===== config.mk =====
export PLATFORM = sky130hd
export DESIGN_NAME = sspg_ctrl
export DESIGN_NICKNAME = d
export VERILOG_FILES = /design/src/design/sspg_pkg.sv /design/src/design/sspg_ctrl.sv
export SDC_FILE = /design/constraint.sdc
export NUM_CORES = 1
export LEC_CHECK = 0
export ABC_AREA = 1
export BUFFER_PORTS_ARGS = -buffer_cell sky130_fd_sc_hd__buf_2
export CORE_UTILIZATION = 45
export CTS_CLUSTER_SIZE = 28
export DETAILED_ROUTE_END_ITERATION = 12
export PLACE_DENSITY = 0.64
export SYNTH_ARGS = -nofsm -noshare
export SYNTH_HDL_FRONTEND = slang
export SYNTH_SLANG_ARGS = --single-unit

===== constraint.sdc =====
create_clock -name i_clk -period 2.15 [get_ports i_clk]
set_input_delay 0.1075 -clock i_clk [delete_from_list [all_inputs] [get_ports i_clk]]
set_output_delay 0.1075 -clock i_clk [all_outputs]
set_load 0.005 [all_outputs]

===== src/design/sspg_pkg.sv =====
package sspg_pkg;

    localparam int MAX_DIM = 4;
    localparam int VAL_W   = 32;
    localparam int ACC_W   = 50;
    localparam int NUM_W   = 48;
    localparam int DEN_W   = 33;

    localparam logic signed [VAL_W-1:0] VAL_MAX = 32'sh7FFF_FFFF;
    localparam logic signed [VAL_W-1:0] VAL_MIN = 32'sh8000_0000;
    localparam logic signed [VAL_W-1:0] Q_ONE   = 32'sd65536;

    localparam logic [1:0] CMD_LOAD_MEAN = 2'd0;
    localparam logic [1:0] CMD_LOAD_COV  = 2'd1;
    localparam logic [1:0] CMD_COMPUTE   = 2'd2;

    localparam logic [1:0] CFG_ALPHA = 2'd0;
    localparam logic [1:0] CFG_BETA  = 2'd1;
    localparam logic [1:0] CFG_KAPPA = 2'd2;
    localparam logic [1:0] CFG_DIMS  = 2'd3;

    typedef enum logic [4:0] {
        ST_IDLE,
        ST_A2,
        ST_SCALE,
        ST_WM_GO,
        ST_WM_WAIT,
        ST_WC0,
        ST_WC_GO,
        ST_WC_WAIT,
        ST_AMUL,
        ST_ACC_INIT,
        ST_RD,
        ST_MUL,
        ST_SUB,
        ST_SAT,
        ST_PIVOT,
        ST_SQRT_WAIT,
        ST_DIVL_WAIT,
        ST_CHECK,
        ST_EMIT
    } t_state;

    typedef enum logic [4:0] {
        OP_NONE,
        OP_LOAD,
        OP_A2,
        OP_SCALE,
        OP_WM_GO,
        OP_WM_WR,
        OP_WC0,
        OP_WC_GO,
        OP_WC_WR,
        OP_AMUL,
        OP_ACC_INIT,
        OP_RD,
        OP_MUL,
        OP_SUB,
        OP_SAT,
        OP_FAIL,
        OP_SQRT_GO,
        OP_SQRT_WR,
        OP_DIVL_GO,
        OP_DIVL_WR,
        OP_CHECK,
        OP_EMIT
    } t_op;

    typedef struct packed {
        t_op        op;
        logic [1:0] i;
        logic [1:0] j;
        logic [1:0] k;
        logic [1:0] c;
        logic [3:0] p;
        logic       last;
    } t_cmd;

    typedef struct packed {
        logic       div_done;
        logic       sqrt_done;
        logic       pivot_bad;
        logic       out_free;
        logic [1:0] n_last;
    } t_stat;

    function automatic logic signed [VAL_W-1:0] sat_val(input logic signed [63:0] v);
        logic signed [VAL_W-1:0] r;
        if (v > 64'(VAL_MAX)) begin
            r = VAL_MAX;
        end else if (v < 64'(VAL_MIN)) begin
            r = VAL_MIN;
        end else begin
            r = v[VAL_W-1:0];
        end
        return r;
    endfunction

    function automatic logic sat_ovf(input logic signed [63:0] v);
        return (v > 64'(VAL_MAX)) || (v < 64'(VAL_MIN));
    endfunction

endpackage


===== src/design/sspg_ctrl.sv =====
module sspg_ctrl (
    input  logic            i_clk,
    input  logic            i_rst_n,
    input  logic            i_s_tvalid,
    input  logic [1:0]      i_load_cmd,
    output logic            o_s_tready,
    input  sspg_pkg::t_stat i_stat,
    output sspg_pkg::t_cmd  o_cmd
);
    import sspg_pkg::*;

    t_state     r_state, n_state;
    logic [1:0] r_i, n_i, r_j, n_j, r_k, n_k, r_c, n_c;
    logic [3:0] r_p, n_p;
    logic [3:0] w_p_last;
    logic       w_last_elem;

    always_ff @(posedge i_clk) begin
        if (!i_rst_n) begin
            r_state <= ST_IDLE;
        end else begin
            r_state <= n_state;
        end
        r_i <= n_i;
        r_j <= n_j;
        r_k <= n_k;
        r_c <= n_c;
        r_p <= n_p;
    end

    assign w_p_last    = {1'b0, i_stat.n_last, 1'b0} + 4'd2;
    assign w_last_elem = (r_p == w_p_last) && (r_c == i_stat.n_last);

    always_comb begin
        n_state = r_state;
        n_i = r_i;
        n_j = r_j;
        n_k = r_k;
        n_c = r_c;
        n_p = r_p;
        unique case (r_state)
            ST_IDLE: if (i_s_tvalid && i_load_cmd == CMD_COMPUTE) n_state = ST_A2;
            ST_A2:      n_state = ST_SCALE;
            ST_SCALE:   n_state = ST_WM_GO;
            ST_WM_GO:   n_state = ST_WM_WAIT;
            ST_WM_WAIT: if (i_stat.div_done) n_state = ST_WC0;
            ST_WC0:     n_state = ST_WC_GO;
            ST_WC_GO:   n_state = ST_WC_WAIT;
            ST_WC_WAIT: begin
                if (i_stat.div_done) begin
                    n_state = ST_AMUL;
                    n_i = '0;
                    n_j = '0;
                end
            end
            ST_AMUL: begin
                if (r_j == r_i) begin
                    n_j = '0;
                    if (r_i == i_stat.n_last) begin
                        n_i = '0;
                        n_state = ST_ACC_INIT;
                    end else begin
                        n_i = r_i + 2'd1;
                    end
                end else begin
                    n_j = r_j + 2'd1;
                end
            end
            ST_ACC_INIT: begin
                n_k = '0;
                n_state = (r_j == 2'd0) ? ST_SAT : ST_RD;
            end
            ST_RD:  n_state = ST_MUL;
            ST_MUL: n_state = ST_SUB;
            ST_SUB: begin
                if (r_k == r_j - 2'd1) begin
                    n_state = ST_SAT;
                end else begin
                    n_k = r_k + 2'd1;
                    n_state = ST_RD;
                end
            end
            ST_SAT: n_state = ST_PIVOT;
            ST_PIVOT: begin
                if (r_i != r_j) begin
                    n_state = ST_DIVL_WAIT;
                end else if (i_stat.pivot_bad) begin
                    n_state = ST_CHECK;
                    n_p = '0;
                    n_c = '0;
                end else begin
                    n_state = ST_SQRT_WAIT;
                end
            end
            ST_SQRT_WAIT: begin
                if (i_stat.sqrt_done) begin
                    if (r_j == i_stat.n_last) begin
                        n_state = ST_CHECK;
                        n_p = '0;
                        n_c = '0;
                    end else begin
                        n_i = r_j + 2'd1;
                        n_state = ST_ACC_INIT;
                    end
                end
            end
            ST_DIVL_WAIT: begin
                if (i_stat.div_done) begin
                    if (r_i == i_stat.n_last) begin
                        n_j = r_j + 2'd1;
                        n_i = r_j + 2'd1;
                    end else begin
                        n_i = r_i + 2'd1;
                    end
                    n_state = ST_ACC_INIT;
                end
            end
            ST_CHECK: begin
                if (r_c == i_stat.n_last) begin
                    n_c = '0;
                    if (r_p == w_p_last) begin
                        n_p = '0;
                        n_state = ST_EMIT;
                    end else begin
                        n_p = r_p + 4'd1;
                    end
                end else begin
                    n_c = r_c + 2'd1;
                end
            end
            ST_EMIT: begin
                if (i_stat.out_free) begin
                    if (r_c == i_stat.n_last) begin
                        n_c = '0;
                        if (r_p == w_p_last) begin
                            n_state = ST_IDLE;
                        end else begin
                            n_p = r_p + 4'd1;
                        end
                    end else begin
                        n_c = r_c + 2'd1;
                    end
                end
            end
            default: n_state = ST_IDLE;
        endcase
    end

    always_comb begin
        o_cmd.i    = r_i;
        o_cmd.j    = r_j;
        o_cmd.k    = r_k;
        o_cmd.c    = r_c;
        o_cmd.p    = r_p;
        o_cmd.last = w_last_elem;
        o_s_tready = (r_state == ST_IDLE);
        unique case (r_state)
            ST_IDLE: begin
                o_cmd.op = (i_s_tvalid && (i_load_cmd == CMD_LOAD_MEAN ||
                            i_load_cmd == CMD_LOAD_COV)) ? OP_LOAD : OP_NONE;
            end
            ST_A2:        o_cmd.op = OP_A2;
            ST_SCALE:     o_cmd.op = OP_SCALE;
            ST_WM_GO:     o_cmd.op = OP_WM_GO;
            ST_WM_WAIT:   o_cmd.op = OP_WM_WR;
            ST_WC0:       o_cmd.op = OP_WC0;
            ST_WC_GO:     o_cmd.op = OP_WC_GO;
            ST_WC_WAIT:   o_cmd.op = OP_WC_WR;
            ST_AMUL:      o_cmd.op = OP_AMUL;
            ST_ACC_INIT:  o_cmd.op = OP_ACC_INIT;
            ST_RD:        o_cmd.op = OP_RD;
            ST_MUL:       o_cmd.op = OP_MUL;
            ST_SUB:       o_cmd.op = OP_SUB;
            ST_SAT:       o_cmd.op = OP_SAT;
            ST_PIVOT: begin
                if (r_i != r_j) begin
                    o_cmd.op = OP_DIVL_GO;
                end else if (i_stat.pivot_bad) begin
                    o_cmd.op = OP_FAIL;
                end else begin
                    o_cmd.op = OP_SQRT_GO;
                end
            end
            ST_SQRT_WAIT: o_cmd.op = OP_SQRT_WR;
            ST_DIVL_WAIT: o_cmd.op = OP_DIVL_WR;
            ST_CHECK:     o_cmd.op = OP_CHECK;
            ST_EMIT:      o_cmd.op = i_stat.out_free ? OP_EMIT : OP_NONE;
            default:      o_cmd.op = OP_NONE;
        endcase
    end

endmodule


==> results.sh, run 1 <==
export IMPL_r2r_slack_ns=0.22
export IMPL_ys_ff_latch=17
export IMPL_area_growth_pct=15.7
export IMPL_antenna_left=0
export IMPL_hold_path_class="input pin to flip-flop"
export IMPL_ioPinCount=30
export IMPL_intPower_mw=0.616
export IMPL_io_buffers=29
export IMPL_rr_worst_depth=7
export IMPL_fp_dieH_um=62.6
export IMPL_place_ws_ns=0.114
export IMPL_period_minus_slack_ns=1.97
export IMPL_wire_per_inst_um=12.5
export IMPL_cts_sinks=17
export IMPL_max_freq_mhz=508
export IMPL_die_w_um=62.6
export IMPL_path_class="flip-flop to output pin"
export IMPL_crit_required_ns=2.04
export IMPL_routed_wl_mm=4.39
export IMPL_multi_input_area_um2=1020
export IMPL_clock_path_buffers=2
export IMPL_core_um2=3420
export IMPL_seqPwrFrac_pct=36.5
export IMPL_cts_setup_buffers=0
export IMPL_vias=1842
export IMPL_cp_max_fo=5
export IMPL_cts_hold_buf=0
export IMPL_grt_use_total_pct=24.7
export IMPL_routed_via_density=5.25
export IMPL_grt_pass1_vias=1650
export IMPL_seq_area_um2=462
export IMPL_hold_viol=0
export IMPL_gp_congestion=0.938
export IMPL_r2r_end="r_p[2]"
export IMPL_synth_flop_cell="edfxtp_1"
export IMPL_grt_max_degree=11
export IMPL_setup_slack_ns=0.180
export IMPL_rows=21
export IMPL_dieArea_um2=3920
export IMPL_clock_root_buffer="clkbuf_4"
export IMPL_swShare_pct=41.7
export IMPL_dr_pass1_iters=4
export IMPL_grt_setup_unrepaired="no"
export IMPL_hp_start="i_rst_n"
export IMPL_slew_viol_final=0
export IMPL_async_flop_share_pct=0
export IMPL_period_share_pct=91.6
export IMPL_p_total_mw=1.06
export IMPL_yosysTopAreaCellShare_pct=21.8
export IMPL_netlist_instances=270
export IMPL_grt_overflow=0
export IMPL_clk_latency_ns=0.31
export IMPL_cts_htree_levels=1
export IMPL_synthTopCellsByArea="edfxtp_1 (22%), nand2_1 (20%), inv_1 (8.6%), nor2_1 (8.6%), dfxtp_1 (6.1%)"
export IMPL_status="complete, no violations"
export IMPL_worst_clock_skew_ns=0.00564
export IMPL_syn_area_per_cell_um2=6.13
export IMPL_setup_viol=0
export IMPL_met1_usage_pct=31.9
export IMPL_holdPathEnd="r_state[0]"
export IMPL_path_clk_slew_ns=0.10
export IMPL_cts_tree="yes"
export IMPL_clkPwrFrac_pct=17.4
export IMPL_tightest_slew_ns=0.450
export IMPL_max_cap_violations=0
export IMPL_synth_cell_types=33
export IMPL_nFillCells=368
export IMPL_nets=320
export IMPL_drive_gt1_share_pct=20.7
export IMPL_cp_data_arrival_time_ns=1.86
export IMPL_grt_pass1_wl_mm=7.58
export IMPL_numCtsBuffers=3
export IMPL_n_antenna_cell=0
export IMPL_antenna_found_initial=0
export IMPL_p_switching_mw=0.441
export IMPL_synth_edf_count=12
export IMPL_fin_tns_setup_ns=0
export IMPL_worstHoldPathCells=3
export IMPL_grtUsageMet2_pct=41.2
export IMPL_ys_warn_count=0
export IMPL_timing_rr_start="r_j[1]"
export IMPL_initial_core_util_pct=48.4
export IMPL_synth_nets=284
export IMPL_endpoint_kind="output pin"
export IMPL_pwr_density_cell_nw_per_um2=552
export IMPL_dp_hpwl_mm=3.64
export IMPL_yosys_area_top_type="edfxtp_1"
export IMPL_drc_errors=0
export IMPL_p_leak_nw=1.03
export IMPL_top_usage_layer="met2"
export IMPL_syn_cell_area_um2=1650
export IMPL_p_comb_share_pct=46.2
export IMPL_yosysSeqAreaShare_pct=27.8
export IMPL_worst_setup_path_start_kind="flip-flop"
export IMPL_max_vdd_ir_drop_mv=0.392
export IMPL_gr_usage_met3_pct=2.19
export IMPL_slew_headroom_pct=69.7
export IMPL_drtIter0Drc=97
-- timing repair --
| item | CTS | global route |
|---|---|---|
| endpoints found under the setup margin | 0 | 7 |
| endpoints found under the hold margin | 0 | 0 |
| gates resized for setup | 0 | 4 |
-- area by class of cell --
type                            count  share of cell area (%)
Timing Repair Buffer               35                    9.93
Inverter                           42                    8.24
Sequential cell                    17                    24.1
Clock inverter                      1                   0.261
Multi-Input combinational cell    207                    53.3
Clock buffer                        3                    1.18
Tap cell                           46                    3.01
-- power groups by stage --
stage | Combinational, mW | Sequential [mW] | Clock, mW
6_report | 0.488 | 0.385 | 0.184
5_1_grt | 0.561 | 0.389 | 0.198
4_1_cts | 0.481 | 0.383 | 0.189
3_5_place_dp | 0.479 | 0.391 | 0
3_3_place_gp | 0.481 | 0.391 | 0
2_1_floorplan | 0.334 | 0.388 | 0
-- how the worst max path moves through the flow --
stage	from	to	slack (ns)
2_1_floorplan	r_i[0]	r_p[0]	0.30
4_1_cts	r_j[1]	r_p[2]	0.09
5_1_grt	r_state[0]	r_j[0]	0.02
3_3_place_gp	r_state[0]	r_p[0]	0.18
3_5_place_dp	r_j[1]	r_p[2]	0.11
6_report	r_state[0]	o_cmd[13]	0.18
-- sequential cells by signal, indices dropped and copies added (netlist names) --
signal / flops
r_j: 2
r_c: 2
r_p: 4
r_k: 2
r_i: 2
r_state: 5
-- synth_stat cells (2+ instances only) --
cell type / count
nand2_1: 90
inv_1: 38
nor2_1: 38
edfxtp_1: 12
nand3_1: 11
nand4_1: 11
a21oi_1: 8
o21ai_0: 8
nand2_2: 6
dfxtp_1: 5
nor2_2: 4
xnor2_1: 4
ha_1: 3
inv_2: 3
nor2_4: 3
a211oi_1: 2
buf_2: 2
nand3_2: 2
nor3_1: 2
o211ai_1: 2
o22ai_1: 2
o31ai_1: 2
xor2_1: 2
-- per-stage QoR --
stage          util, %  instances  cell area (µm²)  hold WS [ns]
2_1_floorplan        -        270             1650         0.291
3_3_place_gp      54.8        347             1870         0.401
3_5_place_dp      54.8        347             1870         0.409
4_1_cts           55.6        351             1900        0.0851
5_1_grt           56.0        351             1910         0.112
6_report          56.0        351             1910        0.0862
-- worst max-delay path, stage by stage (launching register included) --
cell and delay [ns]:
dfxtp_1 0.40, inv_1 0.10, nand2_1 0.10, buf_4 0.13, nor2_1 0.06, nand2_2 0.14, o211ai_1 0.11, nor3b_1 0.25
nand4_1 0.12, buf_2 0.15
-- placed cells by master, fill, tap and decap left out, drive strengths merged, types with 2 or more instances in the layout --
cell	netlist	final
dfxtp	5	5
clkinv	1	2
nor3	2	2
inv	41	41
a211oi	2	2
o31ai	2	2
o22ai	2	2
nand3	13	13
xor2	2	2
nand2	96	96
buf	4	35
xnor2	4	4
o211ai	2	2
ha	3	3
a21oi	9	9
nor2	45	45
clkbuf	0	3
o21ai	8	8
edfxtp	12	12
nand4	11	11
-- cells by family (layout without fill, tap and decap cells) --
| group | count (synthesis) | after routing | synth area share [%] |
|---|---|---|---|
| buf+inv | 46 | 81 | 11.3 |
| fa+ha+maj | 3 | 3 | 2.27 |
| compound gates | 27 | 27 | 9.68 |
| flops | 17 | 17 | 27.8 |
| xor+xnor | 6 | 6 | 3.18 |
| simple gates | 171 | 171 | 45.8 |
-- layer usage --
layer | routed length [µm] | vias to the layer above
met5 | 0 | -
met4 | 105 | 0
met3 | 243 | 9
met2 | 2050 | 63
met1 | 2000 | 836
li1 | - | 934
(Power assumes the default switching activity.)
==> inputs of run 2 (changes only) <==
--- a/config.mk
+++ b/config.mk
@@ -6,7 +6,7 @@
 export NUM_CORES = 1
 export LEC_CHECK = 0
 export ABC_AREA = 1
-export BUFFER_PORTS_ARGS = -buffer_cell sky130_fd_sc_hd__buf_2
+export BUFFER_PORTS_ARGS = -buffer_cell sky130_fd_sc_hd__clkbuf_2
 export CORE_UTILIZATION = 45
 export CTS_CLUSTER_SIZE = 28
 export DETAILED_ROUTE_END_ITERATION = 12
==> run 2 against run 1 <==
- sequential power is essentially flat
- wire length down 0.87%
- via count decreased by 1.2%
- largest power group unchanged
==> results.sh, run 2 (synthesis results as in run 1) <==
export IMPL_pwr_density_cell_nw_per_um2=561
export IMPL_drc_errors=0
export IMPL_final_cell_mix="nand2_1 (89), inv_1 (38), nor2_1 (38), clkbuf_2 (29), edfxtp_1 (12)"
export IMPL_core_um2=3420
export IMPL_cts_hold_buf=0
export IMPL_hold_path_class="input pin to flip-flop"
export IMPL_fin_tns_setup_ns=0
export IMPL_numCtsBuffers=3
export IMPL_grt_overflow=0
export IMPL_hold_viol=0
export IMPL_wire_per_inst_um=12.4
export IMPL_dieArea_um2=3920
export IMPL_tightest_slew_ns=0.431
export IMPL_setup_viol=0
export IMPL_hp_start="i_rst_n"
export IMPL_cts_resized=0
export IMPL_slew_headroom_pct=71.1
export IMPL_antenna_left=0
export IMPL_drive_gt1_share_pct=19.7
export IMPL_initial_core_util_pct=48.4
export IMPL_endpoint_kind="flip-flop"
export IMPL_clock_path_buffers=2
export IMPL_period_share_pct=94.1
export IMPL_max_cap_violations=0
export IMPL_intPower_mw=0.617
export IMPL_worstHoldPathCells=3
export IMPL_cts_tree="yes"
export IMPL_n_antenna_cell=0
export IMPL_slew_viol_final=0
export IMPL_drtIter0Drc=132
export IMPL_rr_worst_depth=10
export IMPL_grt_max_degree=13
export IMPL_timing_rr_start="r_state[0]"
export IMPL_routed_via_density=5.20
export IMPL_final_common_cell="nand2_1"
export IMPL_antenna_found_initial=0
export IMPL_io_buffers=29
export IMPL_place_inst=346
export IMPL_cts_sinks=17
export IMPL_worst_clock_skew_ns=0.00333
export IMPL_holdPathEnd="r_state[2]"
export IMPL_placed_cell_area_um2=1870
export IMPL_p_switching_mw=0.452
export IMPL_grt_use_total_pct=23.7
export IMPL_max_freq_mhz=494
export IMPL_routed_wl_mm=4.36
export IMPL_grt_pass1_wl_mm=7.29
export IMPL_crit_required_ns=2.13
export IMPL_fp_dieH_um=62.6
export IMPL_nets=319
export IMPL_path_class="flip-flop to flip-flop"
export IMPL_place_ws_ns=0.111
export IMPL_stdcell_count=350
export IMPL_path_clk_slew_ns=0.11
export IMPL_cp_max_fo=5
export IMPL_regMostFlops="r_state"
export IMPL_r2r_slack_ns=0.13
export IMPL_clk_latency_ns=0.31
export IMPL_grt_pass1_vias=1612
export IMPL_dp_hpwl_mm=3.61
export IMPL_holdWs_ns=0.0815
export IMPL_r2r_end="r_i[1]"
export IMPL_reg_top3="r_state x5, r_p x4"
export IMPL_cts_htree_levels=1
export IMPL_crit_path_start="r_state[0]"
export IMPL_die_w_um=62.6
export IMPL_p_comb_share_pct=46.4
export IMPL_grt_setup_unrepaired="no"
export IMPL_rows=21
export IMPL_clock_root_buffer="clkbuf_4"
export IMPL_ioPinCount=30
export IMPL_largest_reg_flops=5
export IMPL_seqPwrFrac_pct=36.0
export IMPL_setup_slack_ns=0.126
export IMPL_p_leak_nw=1.02
export IMPL_worst_setup_path_start_kind="flip-flop"
export IMPL_period_minus_slack_ns=2.02
export IMPL_cp_data_arrival_time_ns=2.00
export IMPL_max_vdd_ir_drop_mv=0.447
export IMPL_fin_area_um2=1900
export IMPL_cts_setup_buffers=0
export IMPL_dr_pass1_iters=5
export IMPL_gp_congestion=0.938
export IMPL_status="complete, no violations"
export IMPL_vias=1820
export IMPL_area_growth_pct=15.1
export IMPL_swShare_pct=42.2
export IMPL_clkPwrFrac_pct=17.5
==> run 2: changes by cell type in the layout (fill, tap and decap cells not counted) <==
| cell | delta |
|---|---|
| buf_4 | -1 |
| dfxtp_2 | -1 |
| buf_2 | -29 |
| clkbuf_1 | +1 |
| nand3_1 | -1 |
| dfxtp_1 | +1 |
| a211oi_1 | +1 |
| nand3_2 | +1 |
| a211oi_2 | -1 |
| clkbuf_2 | +29 |
| clkinv_2 | -1 |
==> run 2: metrics by stage <==
step / total power, mW / utilization, %
after floorplan: 0.721 / -
after global placement: 0.874 / 54.6
after detailed placement: 0.873 / 54.6
after CTS: 1.06 / 55.4
after global routing: 1.16 / 55.8
final: 1.07 / 55.8
==> run 2: cell type report <==
type,count,area [µm²]
Multi-Input combinational cell,207,1020
Clock buffer,4,26.3
Fill cell,362,1510
Sequential cell,17,460
Inverter,42,158
Tap cell,46,57.6
Timing Repair Buffer,34,183
==> run 2: power groups by stage <==
stage          logic [mW]  clock network [mW]  registers [mW]
2_1_floorplan       0.334                   0           0.388
3_3_place_gp        0.484                   0           0.390
3_5_place_dp        0.481                   0           0.392
4_1_cts             0.485               0.188           0.384
5_1_grt             0.569               0.199           0.387
6_report            0.496               0.187           0.385
==> run 2: how the worst max path moves through the flow <==
stage          endpoint  slack [ns]
6_report         r_i[1]        0.13
3_3_place_gp     r_p[0]        0.19
5_1_grt          r_i[1]       0.004
2_1_floorplan    r_p[0]        0.30
4_1_cts          r_p[2]        0.09
3_5_place_dp     r_p[2]        0.11
==> run 2: worst max-delay path, stage by stage, from the launching register on <==
cell and delay, ns:
dfxtp_1 0.36, inv_1 0.13, nand2_1 0.09, buf_4 0.15, nor2_1 0.19, nand2_1 0.13
nand2_1 0.11, inv_1 0.06, nand2_1 0.05, inv_1 0.05, a211oi_1 0.38
==> run 2: layer usage <==
metal  vias to the layer above  global-route usage, %  wire (µm)
li1                        929                      -          -
met1                       816                   29.9       1930
met2                        68                   40.5       2090
met3                         7                   2.55        254
met4                         0                   10.5         84
met5                         -                      0          0
==> inputs of run 3 (changes only) <==
--- a/config.mk
+++ b/config.mk
@@ -8,6 +8,7 @@
 export ABC_AREA = 1
 export BUFFER_PORTS_ARGS = -buffer_cell sky130_fd_sc_hd__clkbuf_2
 export CORE_UTILIZATION = 45
+export CTS_BUF_LIST = sky130_fd_sc_hd__clkbuf_4 sky130_fd_sc_hd__clkbuf_8
 export CTS_CLUSTER_SIZE = 28
 export DETAILED_ROUTE_END_ITERATION = 12
 export PLACE_DENSITY = 0.64
==> run 3 against run 2 <==
- combinational power is 2% lower
- critical path depth did not move
- clock power increased by 4%
- hold slack worse by 0.0011 ns
- first-iteration DRC count is 0.76% lower
- final cell count unchanged
- total power about the same
- largest cell class unchanged
==> results.sh, run 3 (synthesis results as in run 1) <==
export IMPL_status="complete, no violations"
export IMPL_clock_path_buffers=2
export IMPL_cpMostUsedCell="nand2_1"
export IMPL_endpoint_kind="flip-flop"
export IMPL_dp_hpwl_mm=3.61
export IMPL_p_comb_share_pct=45.7
export IMPL_swShare_pct=40.9
export IMPL_path_clk_slew_ns=0.10
export IMPL_clock_root_buffer="clkbuf_4"
export IMPL_rr_worst_depth=10
export IMPL_timing_rr_start="r_state[0]"
export IMPL_cts_hold_buf=0
export IMPL_grt_pass1_vias=1596
export IMPL_nets=319
export IMPL_wl_met3_um=222
export IMPL_hold_path_class="input pin to flip-flop"
export IMPL_r2r_slack_ns=0.18
export IMPL_drc_errors=0
export IMPL_wl_met2_mm=1.99
export IMPL_cts_sinks=17
export IMPL_drtIter0Drc=131
export IMPL_r2r_end="r_i[1]"
export IMPL_dr_pass1_iters=4
export IMPL_period_minus_slack_ns=1.97
export IMPL_regMostFlops="r_state"
export IMPL_worst_clock_skew_ns=0.00672
export IMPL_grt_overflow=0
export IMPL_dieArea_um2=3920
export IMPL_grt_max_degree=13
export IMPL_top_layer_used="met4"
export IMPL_clkPwrFrac_pct=18.2
export IMPL_n_antenna_cell=0
export IMPL_worst_setup_path_start_kind="flip-flop"
export IMPL_final_cell_mix="nand2_1 (89), inv_1 (38), nor2_1 (38), clkbuf_2 (29), edfxtp_1 (12)"
export IMPL_gp_congestion=0.938
export IMPL_area_growth_pct=15.1
export IMPL_numCtsBuffers=3
export IMPL_largest_reg_flops=5
export IMPL_path_class="flip-flop to flip-flop"
export IMPL_grt_use_total_pct=23.2
export IMPL_p_switching_mw=0.437
export IMPL_path_buf_inv=4
export IMPL_antenna_found_initial=0
export IMPL_seqPwrFrac_pct=36.1
export IMPL_initial_core_util_pct=48.4
export IMPL_final_common_cell="nand2_1"
export IMPL_drt_met1_wl_mm=1.96
export IMPL_cts_tree="yes"
export IMPL_antenna_left=0
export IMPL_setup_viol=0
export IMPL_hp_start="i_rst_n"
export IMPL_critical_path_top_delay_family="simple AND/OR/NAND/NOR gates"
export IMPL_wire_per_inst_um=12.2
export IMPL_drive_gt1_share_pct=20.1
export IMPL_p_leak_nw=1.03
export IMPL_max_freq_mhz=507
export IMPL_p_total_mw=1.07
export IMPL_grt_setup_unrepaired="no"
export IMPL_max_vdd_ir_drop_mv=0.448
export IMPL_grt_pass1_wl_mm=7.16
export IMPL_reg_top3="r_state x5, r_p x4"
export IMPL_cts_setup_buffers=0
export IMPL_core_um2=3420
export IMPL_tightest_slew_ns=0.411
export IMPL_max_cap_violations=0
export IMPL_critPathMaxStageDelay_ns=0.37
export IMPL_slew_headroom_pct=72.3
export IMPL_io_buffers=29
export IMPL_crit_required_ns=2.13
export IMPL_routed_via_density=5.16
export IMPL_fin_tns_setup_ns=0
export IMPL_clk_latency_ns=0.31
export IMPL_worstHoldPathCells=3
export IMPL_rows=21
export IMPL_period_share_pct=91.7
export IMPL_critPathSlowestCell="a211oi_1"
export IMPL_slew_viol_final=0
export IMPL_cp_max_fo=5
export IMPL_vias=1806
export IMPL_path_cells="inv_1 -> nand2_1 -> buf_4 -> nor2_1 -> nand2_1 -> nand2_1 -> inv_1 -> nand2_1 -> inv_1 -> a211oi_1"
export IMPL_ioPinCount=30
export IMPL_intPower_mw=0.631
export IMPL_cts_htree_levels=1
export IMPL_holdPathEnd="r_state[1]"
export IMPL_cp_data_arrival_time_ns=1.95
export IMPL_hold_viol=0
export IMPL_routed_wl_mm=4.27
export IMPL_nFillCells=360
export IMPL_pwr_density_cell_nw_per_um2=561
export IMPL_cts_resized=0
export IMPL_die_w_um=62.6
export IMPL_fp_dieH_um=62.6
export IMPL_crit_path_start="r_state[0]"
run 3: cell counts in the layout (fill, tap and decap cells not counted):
No cell type changed its count.
run 3: how the worst max path moves through the flow:
stage	slack [ns]	cells past startpoint	endpoint
after floorplan	0.30	6	r_p[0]
after global placement	0.19	8	r_p[0]
after detailed placement	0.11	8	r_p[2]
after CTS	0.09	7	r_p[2]
after global routing	0.01	10	r_i[1]
final	0.18	10	r_i[1]
run 3: power by group through the flow:
stage | logic, mW | registers, mW | clock network (mW)
floorplan | 0.334 | 0.388 | 0
global placement | 0.484 | 0.390 | 0
detailed placement | 0.481 | 0.392 | 0
CTS | 0.483 | 0.384 | 0.200
global route | 0.562 | 0.389 | 0.209
finish | 0.488 | 0.386 | 0.195
run 3: worst min-delay path: cells and delay by family:
kind	cells	cell delay [ns]
AO/OA/AOI/OAI	1	0.05
buffers and inverters	2	0.19
run 3: layer usage:
layer / GRT usage (%) / vias to the layer above
met5: 0 / -
met3: 2.37 / 9
met1: 29.9 / 804
met4: 9.59 / 0
li1: - / 934
met2: 39.5 / 59
run 3: per-stage QoR:
step | instances | area, µm² | setup WS, ns | utilization [%] | hold slack, ns
after global routing | 350 | 1900 | 0.0129 | 55.8 | 0.120
after floorplan | 270 | 1650 | 0.304 | - | 0.291
after CTS | 350 | 1900 | 0.0924 | 55.5 | 0.0891
after detailed placement | 346 | 1870 | 0.111 | 54.6 | 0.415
final | 350 | 1900 | 0.179 | 55.8 | 0.0804
after global placement | 346 | 1870 | 0.186 | 54.6 | 0.401
run 3: area by class of cell:
class                      count  area (µm²)  share of cell area (%)
inverter                      42         158                    8.28
clock buffer                   4        30.0                    1.58
tap                           46        57.6                    3.02
sequential                    17         462                    24.2
multi-input combinational    207        1010                    53.3
timing repair buffer          34         183                    9.59
